### config.mk
export PLATFORM = sky130hd
export DESIGN_NAME = fifo_thread_scheduler
export DESIGN_NICKNAME = d
export VERILOG_FILES = /design/src/rtl/fts_pkg.sv /design/src/rtl/fts_ctrl.sv /design/src/rtl/fts_dp.sv /design/src/rtl/fifo_thread_scheduler.sv
export SDC_FILE = /design/constraint.sdc
export NUM_CORES = 1
export LEC_CHECK = 0
export BUFFER_PORTS_ARGS = -buffer_cell sky130_fd_sc_hd__buf_4
export CAP_MARGIN = 0
export CORE_ASPECT_RATIO = 0.5
export CORE_MARGIN = 10
export CORE_UTILIZATION = 57
export DETAILED_ROUTE_END_ITERATION = 10
export GPL_TIMING_DRIVEN = 0
export PLACE_DENSITY = 0.76
export SKIP_LAST_GASP = 1
export SYNTH_ARGS = -nofsm -noshare
export SYNTH_HDL_FRONTEND = slang
export SYNTH_HIERARCHICAL = 1
export SYNTH_SLANG_ARGS = --single-unit
### constraint.sdc
create_clock -name i_clk -period 3.4 [get_ports i_clk]
set_input_delay 0.68 -clock i_clk [delete_from_list [all_inputs] [get_ports i_clk]]
set_output_delay 0.68 -clock i_clk [all_outputs]
set_load 0.005 [all_outputs]
### src/rtl/fts_pkg.sv
// ----------------------------------------------------------------------------
// fts_pkg: shared types and constants of the FIFO thread scheduler
// Holds the slot count, derived widths, action, status and slot state codes,
// and the command and status bundles between controller and datapath.
// ----------------------------------------------------------------------------
package fts_pkg;

    localparam int MAX_SLOTS = 64;
    localparam int SLOT_W    = (MAX_SLOTS > 1) ? $clog2(MAX_SLOTS) : 1;
    localparam int CNT_W     = $clog2(MAX_SLOTS + 1);
    localparam int ACT_W     = 3;
    localparam int ID_W      = 8;
    localparam int STAT_W    = 2;
    localparam int STATE_W   = 2;

    // actions
    localparam logic [ACT_W-1:0] ACT_START    = 3'd0;
    localparam logic [ACT_W-1:0] ACT_READY    = 3'd1;
    localparam logic [ACT_W-1:0] ACT_PREEMPT  = 3'd2;
    localparam logic [ACT_W-1:0] ACT_WAIT     = 3'd3;
    localparam logic [ACT_W-1:0] ACT_SCHEDULE = 3'd4;

    // result status
    localparam logic [STAT_W-1:0] RES_OK    = 2'd0;
    localparam logic [STAT_W-1:0] RES_BAD   = 2'd1;
    localparam logic [STAT_W-1:0] RES_EMPTY = 2'd2;
    localparam logic [STAT_W-1:0] RES_FULL  = 2'd3;

    // slot states
    localparam logic [STATE_W-1:0] ST_UNUSED  = 2'd0;
    localparam logic [STATE_W-1:0] ST_READY   = 2'd1;
    localparam logic [STATE_W-1:0] ST_RUNNING = 2'd2;
    localparam logic [STATE_W-1:0] ST_WAITING = 2'd3;

    typedef struct packed {
        logic load;    // capture the input word and read the tables
        logic commit;  // apply the update and load the output register
    } t_cmd;

    typedef struct packed {
        logic out_busy; // output register full and stalled this cycle
    } t_sts;

endpackage

### src/rtl/fts_ctrl.sv
// ----------------------------------------------------------------------------
// fts_ctrl: controller of the FIFO thread scheduler
// Two-state sequencer: take a word, then commit it once the output is free.
// ----------------------------------------------------------------------------
module fts_ctrl (
    input  logic          i_clk,
    input  logic          i_rst_n,
    input  logic          i_valid,
    output logic          o_stall,
    input  fts_pkg::t_sts i_sts,
    output fts_pkg::t_cmd o_cmd
);

    localparam logic S_IDLE = 1'b0;
    localparam logic S_EXEC = 1'b1;

    logic r_state;
    logic n_state;

    always_comb begin
        n_state      = r_state;
        o_cmd.load   = 1'b0;
        o_cmd.commit = 1'b0;
        case (r_state)
            S_IDLE: begin
                if (i_valid) begin
                    o_cmd.load = 1'b1;
                    n_state    = S_EXEC;
                end
            end
            S_EXEC: begin
                // hold until the output register can take the result
                if (!i_sts.out_busy) begin
                    o_cmd.commit = 1'b1;
                    n_state      = S_IDLE;
                end
            end
            default: begin
                n_state = S_IDLE;
            end
        endcase
    end

    always_ff @(posedge i_clk) begin
        if (!i_rst_n) begin
            r_state <= S_IDLE;
        end else begin
            r_state <= n_state;
        end
    end

    assign o_stall = (r_state != S_IDLE);

endmodule

### src/rtl/fts_dp.sv
// ----------------------------------------------------------------------------
// fts_dp: datapath of the FIFO thread scheduler
// Slot state table, ready ring with head, tail and count, and output register.
// ----------------------------------------------------------------------------
module fts_dp (
    input  logic                         i_clk,
    input  logic                         i_rst_n,
    input  fts_pkg::t_cmd                i_cmd,
    output fts_pkg::t_sts                o_sts,
    input  logic [fts_pkg::ACT_W-1:0]    i_action,
    input  logic [fts_pkg::ID_W-1:0]     i_thread_id,
    input  logic                         i_stall,
    output logic                         o_valid,
    output logic [fts_pkg::STAT_W-1:0]   o_status,
    output logic [fts_pkg::ID_W-1:0]     o_next_thread
);

    localparam int SW = fts_pkg::SLOT_W;
    localparam int CW = fts_pkg::CNT_W;
    localparam int IW = fts_pkg::ID_W;
    localparam logic [IW:0]   ID_LIM   = (IW + 1)'(fts_pkg::MAX_SLOTS);
    localparam logic [CW-1:0] CNT_FULL = CW'(fts_pkg::MAX_SLOTS);
    localparam logic [SW-1:0] IDX_LAST = SW'(fts_pkg::MAX_SLOTS - 1);

    // tables
    logic [fts_pkg::STATE_W-1:0] r_slot_mem [fts_pkg::MAX_SLOTS];
    logic [IW-1:0]               r_ring_mem [fts_pkg::MAX_SLOTS];
    logic [fts_pkg::MAX_SLOTS-1:0] r_slot_vld;

    // captured word and registered reads
    logic [fts_pkg::ACT_W-1:0]   r_act;
    logic [IW-1:0]               r_id;
    logic [fts_pkg::STATE_W-1:0] r_slot_rd;
    logic                        r_slot_rd_vld;
    logic [IW-1:0]               r_ring_rd;

    // ring pointers
    logic [SW-1:0] r_head;
    logic [SW-1:0] r_tail;
    logic [CW-1:0] r_count;

    // output register
    logic                        r_out_valid;
    logic [fts_pkg::STAT_W-1:0]  r_out_status;
    logic [IW-1:0]               r_out_next;

    // decision
    logic                        id_ok;
    logic [fts_pkg::STATE_W-1:0] cur_state;
    logic [fts_pkg::STAT_W-1:0]  res_status;
    logic [IW-1:0]               res_next;
    logic                        slot_we;
    logic [SW-1:0]               slot_waddr;
    logic [fts_pkg::STATE_W-1:0] slot_wdata;
    logic                        push;
    logic                        pop;

    assign id_ok     = ({1'b0, r_id} < ID_LIM);
    assign cur_state = r_slot_rd_vld ? r_slot_rd : fts_pkg::ST_UNUSED;

    always_comb begin
        res_status = fts_pkg::RES_OK;
        res_next   = '0;
        slot_we    = 1'b0;
        slot_waddr = r_id[SW-1:0];
        slot_wdata = fts_pkg::ST_WAITING;
        push       = 1'b0;
        pop        = 1'b0;
        case (r_act)
            fts_pkg::ACT_START: begin
                if (!id_ok || cur_state != fts_pkg::ST_UNUSED) begin
                    res_status = fts_pkg::RES_BAD;
                end else begin
                    slot_we = 1'b1;
                end
            end
            fts_pkg::ACT_READY, fts_pkg::ACT_PREEMPT: begin
                if (!id_ok) begin
                    res_status = fts_pkg::RES_BAD;
                end else if (r_count == CNT_FULL) begin
                    res_status = fts_pkg::RES_FULL;
                end else begin
                    slot_we    = 1'b1;
                    slot_wdata = fts_pkg::ST_READY;
                    push       = 1'b1;
                end
            end
            fts_pkg::ACT_WAIT: begin
                if (!id_ok) begin
                    res_status = fts_pkg::RES_BAD;
                end else begin
                    slot_we = 1'b1;
                end
            end
            fts_pkg::ACT_SCHEDULE: begin
                if (r_count == '0) begin
                    res_status = fts_pkg::RES_EMPTY;
                end else begin
                    res_next   = r_ring_rd;
                    slot_we    = 1'b1;
                    slot_waddr = r_ring_rd[SW-1:0];
                    slot_wdata = fts_pkg::ST_RUNNING;
                    pop        = 1'b1;
                end
            end
            default: begin
                res_status = fts_pkg::RES_BAD;
            end
        endcase
    end

    // capture the word and read both tables
    always_ff @(posedge i_clk) begin
        if (i_cmd.load) begin
            r_act         <= i_action;
            r_id          <= i_thread_id;
            r_slot_rd     <= r_slot_mem[i_thread_id[SW-1:0]];
            r_slot_rd_vld <= r_slot_vld[i_thread_id[SW-1:0]];
            r_ring_rd     <= r_ring_mem[r_head];
        end
    end

    // table writes
    always_ff @(posedge i_clk) begin
        if (i_cmd.commit && slot_we) begin
            r_slot_mem[slot_waddr] <= slot_wdata;
        end
        if (i_cmd.commit && push) begin
            r_ring_mem[r_tail] <= r_id;
        end
    end

    // control state
    always_ff @(posedge i_clk) begin
        if (!i_rst_n) begin
            r_slot_vld  <= '0;
            r_head      <= '0;
            r_tail      <= '0;
            r_count     <= '0;
            r_out_valid <= 1'b0;
        end else begin
            if (i_cmd.commit) begin
                if (slot_we) begin
                    r_slot_vld[slot_waddr] <= 1'b1;
                end
                if (push) begin
                    r_tail  <= (r_tail == IDX_LAST) ? '0 : r_tail + 1'b1;
                    r_count <= r_count + 1'b1;
                end
                if (pop) begin
                    r_head  <= (r_head == IDX_LAST) ? '0 : r_head + 1'b1;
                    r_count <= r_count - 1'b1;
                end
                r_out_valid <= 1'b1;
            end else if (!i_stall) begin
                r_out_valid <= 1'b0;
            end
        end
    end

    always_ff @(posedge i_clk) begin
        if (i_cmd.commit) begin
            r_out_status <= res_status;
            r_out_next   <= res_next;
        end
    end

    assign o_sts.out_busy = r_out_valid && i_stall;
    assign o_valid        = r_out_valid;
    assign o_status       = r_out_status;
    assign o_next_thread  = r_out_next;

    a_count_range: assert property (@(posedge i_clk) disable iff (!i_rst_n)
        r_count <= CNT_FULL)
        else $error("ring count above capacity");

    a_ptr_match: assert property (@(posedge i_clk) disable iff (!i_rst_n)
        (r_head == r_tail) == (r_count == '0 || r_count == CNT_FULL))
        else $error("ring pointers disagree with count");

    a_commit_out: assert property (@(posedge i_clk) disable iff (!i_rst_n)
        i_cmd.commit |=> r_out_valid)
        else $error("committed word did not reach output register");

    a_no_overwrite: assert property (@(posedge i_clk) disable iff (!i_rst_n)
        i_cmd.commit |-> !(r_out_valid && i_stall))
        else $error("commit over a stalled result");

endmodule

### src/rtl/fifo_thread_scheduler.sv
// ----------------------------------------------------------------------------
// fifo_thread_scheduler: FIFO ready-queue thread scheduler
// Per-slot thread state and a ring of ready thread ids, served oldest first.
// ----------------------------------------------------------------------------
// Usage:
//   Input channel (i_valid / o_stall) carries one word: an action and a
//   thread id. Output channel (o_valid / i_stall) returns one word per input:
//   a status and, for a successful schedule, the chosen thread id.
//   A word is taken at a rising edge with valid high and stall low.
// Sequence:
//   The word is captured and both tables (slot states, ready ring) are read
//   in the accept cycle; a later commit applies the update and loads the
//   output register once it is free, which makes the result visible.
//   A new word is not taken until the previous one is committed, set by the
//   single registered read port of each table followed by the update step.
// Stall:
//   A waiting result sits in the output register while a new word is taken;
//   that word is held before its update until the old result leaves.
// Reset:
//   i_rst_n is synchronous, active low. All slots read as unused (per-slot
//   valid bits are cleared), the ring is empty and the output is idle.
//   No clearing pass is needed; the block takes words right after reset.
// ----------------------------------------------------------------------------
module fifo_thread_scheduler (
    input  logic                         i_clk,
    input  logic                         i_rst_n,
    input  logic                         i_valid,
    output logic                         o_stall,
    input  logic [fts_pkg::ACT_W-1:0]    i_action,
    input  logic [fts_pkg::ID_W-1:0]     i_thread_id,
    output logic                         o_valid,
    input  logic                         i_stall,
    output logic [fts_pkg::STAT_W-1:0]   o_status,
    output logic [fts_pkg::ID_W-1:0]     o_next_thread
);

    fts_pkg::t_cmd cmd;
    fts_pkg::t_sts sts;

    // sequencer: accept, then commit when the output register is free
    fts_ctrl u_ctrl (
        .i_clk   (i_clk),
        .i_rst_n (i_rst_n),
        .i_valid (i_valid),
        .o_stall (o_stall),
        .i_sts   (sts),
        .o_cmd   (cmd)
    );

    // tables, ring pointers and output register
    fts_dp u_dp (
        .i_clk         (i_clk),
        .i_rst_n       (i_rst_n),
        .i_cmd         (cmd),
        .o_sts         (sts),
        .i_action      (i_action),
        .i_thread_id   (i_thread_id),
        .i_stall       (i_stall),
        .o_valid       (o_valid),
        .o_status      (o_status),
        .o_next_thread (o_next_thread)
    );

endmodule
==> impl_results.md <==
* Hold Path Class: in2reg
* H-tree depth at 2
* Share of post-route cells with drive strength above 1 at 27.90%
* Hold Path Cell Cnt at 1
* Critical Path Start Type: register
* HPWL after detailed placement at 48.20 mm
* Die width at 344.0 um
* Global-route wire length before repair at 110.8 mm
* Ports at 27
* Multi-input logic area at 8174 sq um
* Synth top cells by count: 672 x edfxtp_1, 201 x mux4_2, 152 x nor2_1, 85 x dfxtp_1, 66 x o21a_1
* Post-Route WL at 75.51 mm
* Synth top area cells: edfxtp_1 67%, mux4_2 15%, dfxtp_1 5.7%
* Clock share of power at 38.6%
* Pin count of the biggest net entering global routing at 74
* Count leader, synth: edfxtp_1
* Vias at 16,287
* Area of the mapped netlist at 29,920 sq um
* Switching part of the total power at 20.22%
* Yosys top cell by area: edfxtp_1
* Share of the synthesized area in the top cell type at 67.45%
* Flops & latches, synth at 757
* Cells after Synth at 1,564
* Max Slew Vio Count at 0
* Worst Setup Path Type: reg2reg
* Num rows at 59
* Nets@finish at 1,705
* Drt pass-1 iters at 7
* Synth warnings at 6
* Post-synthesis cell type count at 55
* PortBufs at 26
* Clock buffer depth at 3
* Non-Filler Instances at 2,437
* Top_reg_cell synth: edfxtp_1
* Hold Fails Final Rpt at 0
* Pwr Density at 505.0 nW/um^2
* Final Worst Setup Slack at -0.07309 ns
* Die Height at 182.0 um
* Final Setup Violations at 4
* Required @ worst endpoint at 3.74 ns
* Combinational share of power at 2.5%
* Post-Synthesis Net Count at 1,583
* Sequential element share of the synthesized area at 73.14%
* Gr ovfl total at 0
* Flop2flop setup slack at -0.07 ns
* Max Fclk at 0.2879 GHz
* CTS root buffer: clkbuf_16
* Period utilisation layout at 102.1%
* Worst vdd rail ir drop at 0.3970 mV
* Tmin final at 3.473 ns
* GR met3 Demand/Resource at 6.081%
* CORE AREA at 51,970 sq um
* Leakage at 10.02 nW
* Highest-delay cell along the critical path: clkdlybuf4s15_1
* Vias in the first global route at 16,259
* Clock transition at path regs at 0.07 ns
* Crit. End Element: register
* Sequential share of power at 58.9%
* Area delta synth->final at 13.95%
* Cell Chain, Critical Path: buf_2, clkdlybuf4s15_1, mux4_2, mux2i_1, o22ai_1, a2bb2oi_1, a221o_1
* Crit-path max cell delay at 0.89 ns
* WP data arrival at 3.81 ns
* CTS tree: done
* Outcome: complete, but fails checks
* Met2 Usage GRT at 38.86%
* GPL Wtd Cong at 0.8831
* Number of flops mapped to enable cells by yosys at 672
* Synth async-reset ratio at 0%
* Initial antenna violation count at 0
* Initial Util at 57.56%
* Max-slew headroom at 31.81%
* Internal Power at 0.01374 W
* Number of max-cap violations at 0
* Pwr Total at 0.01722 W
* Avg Cell Area, Syn at 19.13 sq um
* Final routed DRC violation total at 0
* DR vias/cell at 6.683
* Worst slew pin tran at 1.023 ns
* # hold bufs at CTS at 0
* GR peak layer: met2
* Skew final at 0.02798 ns
* Clock tree sinks at 757
* Placed Cells at 2,309
* RSZ-0062 raised after global routing: true
* Tot GR Track Use at 24.02%
* Die area at 62,600 sq um
* Switch Pwr at 0.003480 W
* Avg WL per Cell at 30.99 um
* R2r worst-path depth at 7
* Inserted Clock Buffers at 60
* Worst-Skew Late Latency at 0.63 ns
* Post-route ant nets at 0
* # fillers at 3,300
* Failing checks: negative setup slack
* Drt initial violations at 2,569
* GRT met1 Usage at 31.99%
* Storage cell area at 21,880 sq um
* CP Max Fanout at 10
* Setup total negative slack at -0.2039 ns
==> layout by cell type, fill, tap and decap left out, types with 15 or more instances in the layout <==
cell and instances:
nand3_1 19, nor2_4 61, clkbuf_16 62, mux2i_1 31
buf_4 43, dfxtp_1 85, nand2_1 34, o21ai_0 20
and2_1 22, mux4_2 201, buf_16 15, o21a_1 66
clkbuf_1 53, edfxtp_1 672, nor2_1 87
==> what timing repair did <==
action,CTS,global route
gates cloned,0,1
gates resized for setup,149,27
pin swaps,5,5
endpoints found under the setup margin,658,370
buffers inserted,11,7
==> routing by layer <==
metal,vias to the layer above,routed length [um],part of all wire [%]
met5,-,0,0
met2,1092,36950,49
met4,0,2356,3.1
met3,181,8641,11
li1,6591,-,-
met1,8423,27560,37
==> cell families after synthesis <==
logic type,count (synthesis),share of synthesized area (%)
AO/OA/AOI/OAI,147,3.522
multiplexers,242,16.55
flip-flops,757,73.14
XOR/XNOR,16,0.4684
adder cells (fa/ha/maj),4,0.1673
buffers and inverters,92,1.292
AND/OR/NAND/NOR,306,4.864
==> layout make-up <==
cell class              instances  area share (%)
diodes                          1        0.007341
plain buffers                  86           1.307
clock buffers                  79           4.705
clock inverters                32          0.6313
inverters                       3         0.03303
multi-input cells             715           23.98
flip-flops and latches        757           64.19
well taps                     701           2.573
repair buffers                 63           2.580
==> stage by stage <==
| step | util, % | worst slack (ns) | hold slack [ns] | cell area (sq um) |
|---|---|---|---|---|
| 2_1_floorplan | - | 0.07735 | 0.4354 | 29920 |
| 3_3_place_gp | 59.63 | -1.586 | 0.4415 | 30990 |
| 3_5_place_dp | 60.53 | -1.759 | 0.4513 | 31460 |
| 4_1_cts | 65.23 | 0.001893 | 0.2195 | 33900 |
| 5_1_grt | 65.59 | -0.1118 | 0.2255 | 34090 |
| 6_report | 65.60 | -0.07309 | 0.2422 | 34090 |
==> registers in the layout, summed over array words and instances, names as in the netlist, 7 cells and up <==
name / flops
u_dp/r_ring_mem: 512
u_dp/r_count: 7
u_dp/o_next_thread: 8
u_dp/r_ring_rd: 8
u_dp/r_id: 8
u_dp/r_slot_vld: 64
u_dp/r_slot_mem: 128
==> critical path: cells and delay by family, from the launching register on <==
family / cells / cell delay [ns]
buffers and inverters: 2 / 1.27
AO/OA/AOI/OAI: 3 / 0.79
multiplexers: 2 / 0.77
flip-flops: 1 / 0.35
==> power by group through the flow <==
stage	clock network, W	registers [W]	logic [W]
2_1_floorplan	0	0.0104	0.000158
3_3_place_gp	0	0.0104	0.000251
3_5_place_dp	0	0.0104	0.000412
4_1_cts	0.00671	0.0101	0.000419
5_1_grt	0.00707	0.0101	0.000452
6_report	0.00665	0.0101	0.000425
==> path summary, 6_finish.rpt <==
check / to / from
setup / recovery: u_dp/r_ring_rd[0] / u_dp/r_head[1]
setup reg to reg: u_dp/r_ring_rd[0] / u_dp/r_head[1]
hold / removal: u_dp/r_id[6] / i_thread_id[6]
hold reg to reg: u_dp/r_slot_vld[53] / u_dp/r_slot_vld[53]
Power figures use the tool's default switching activity.
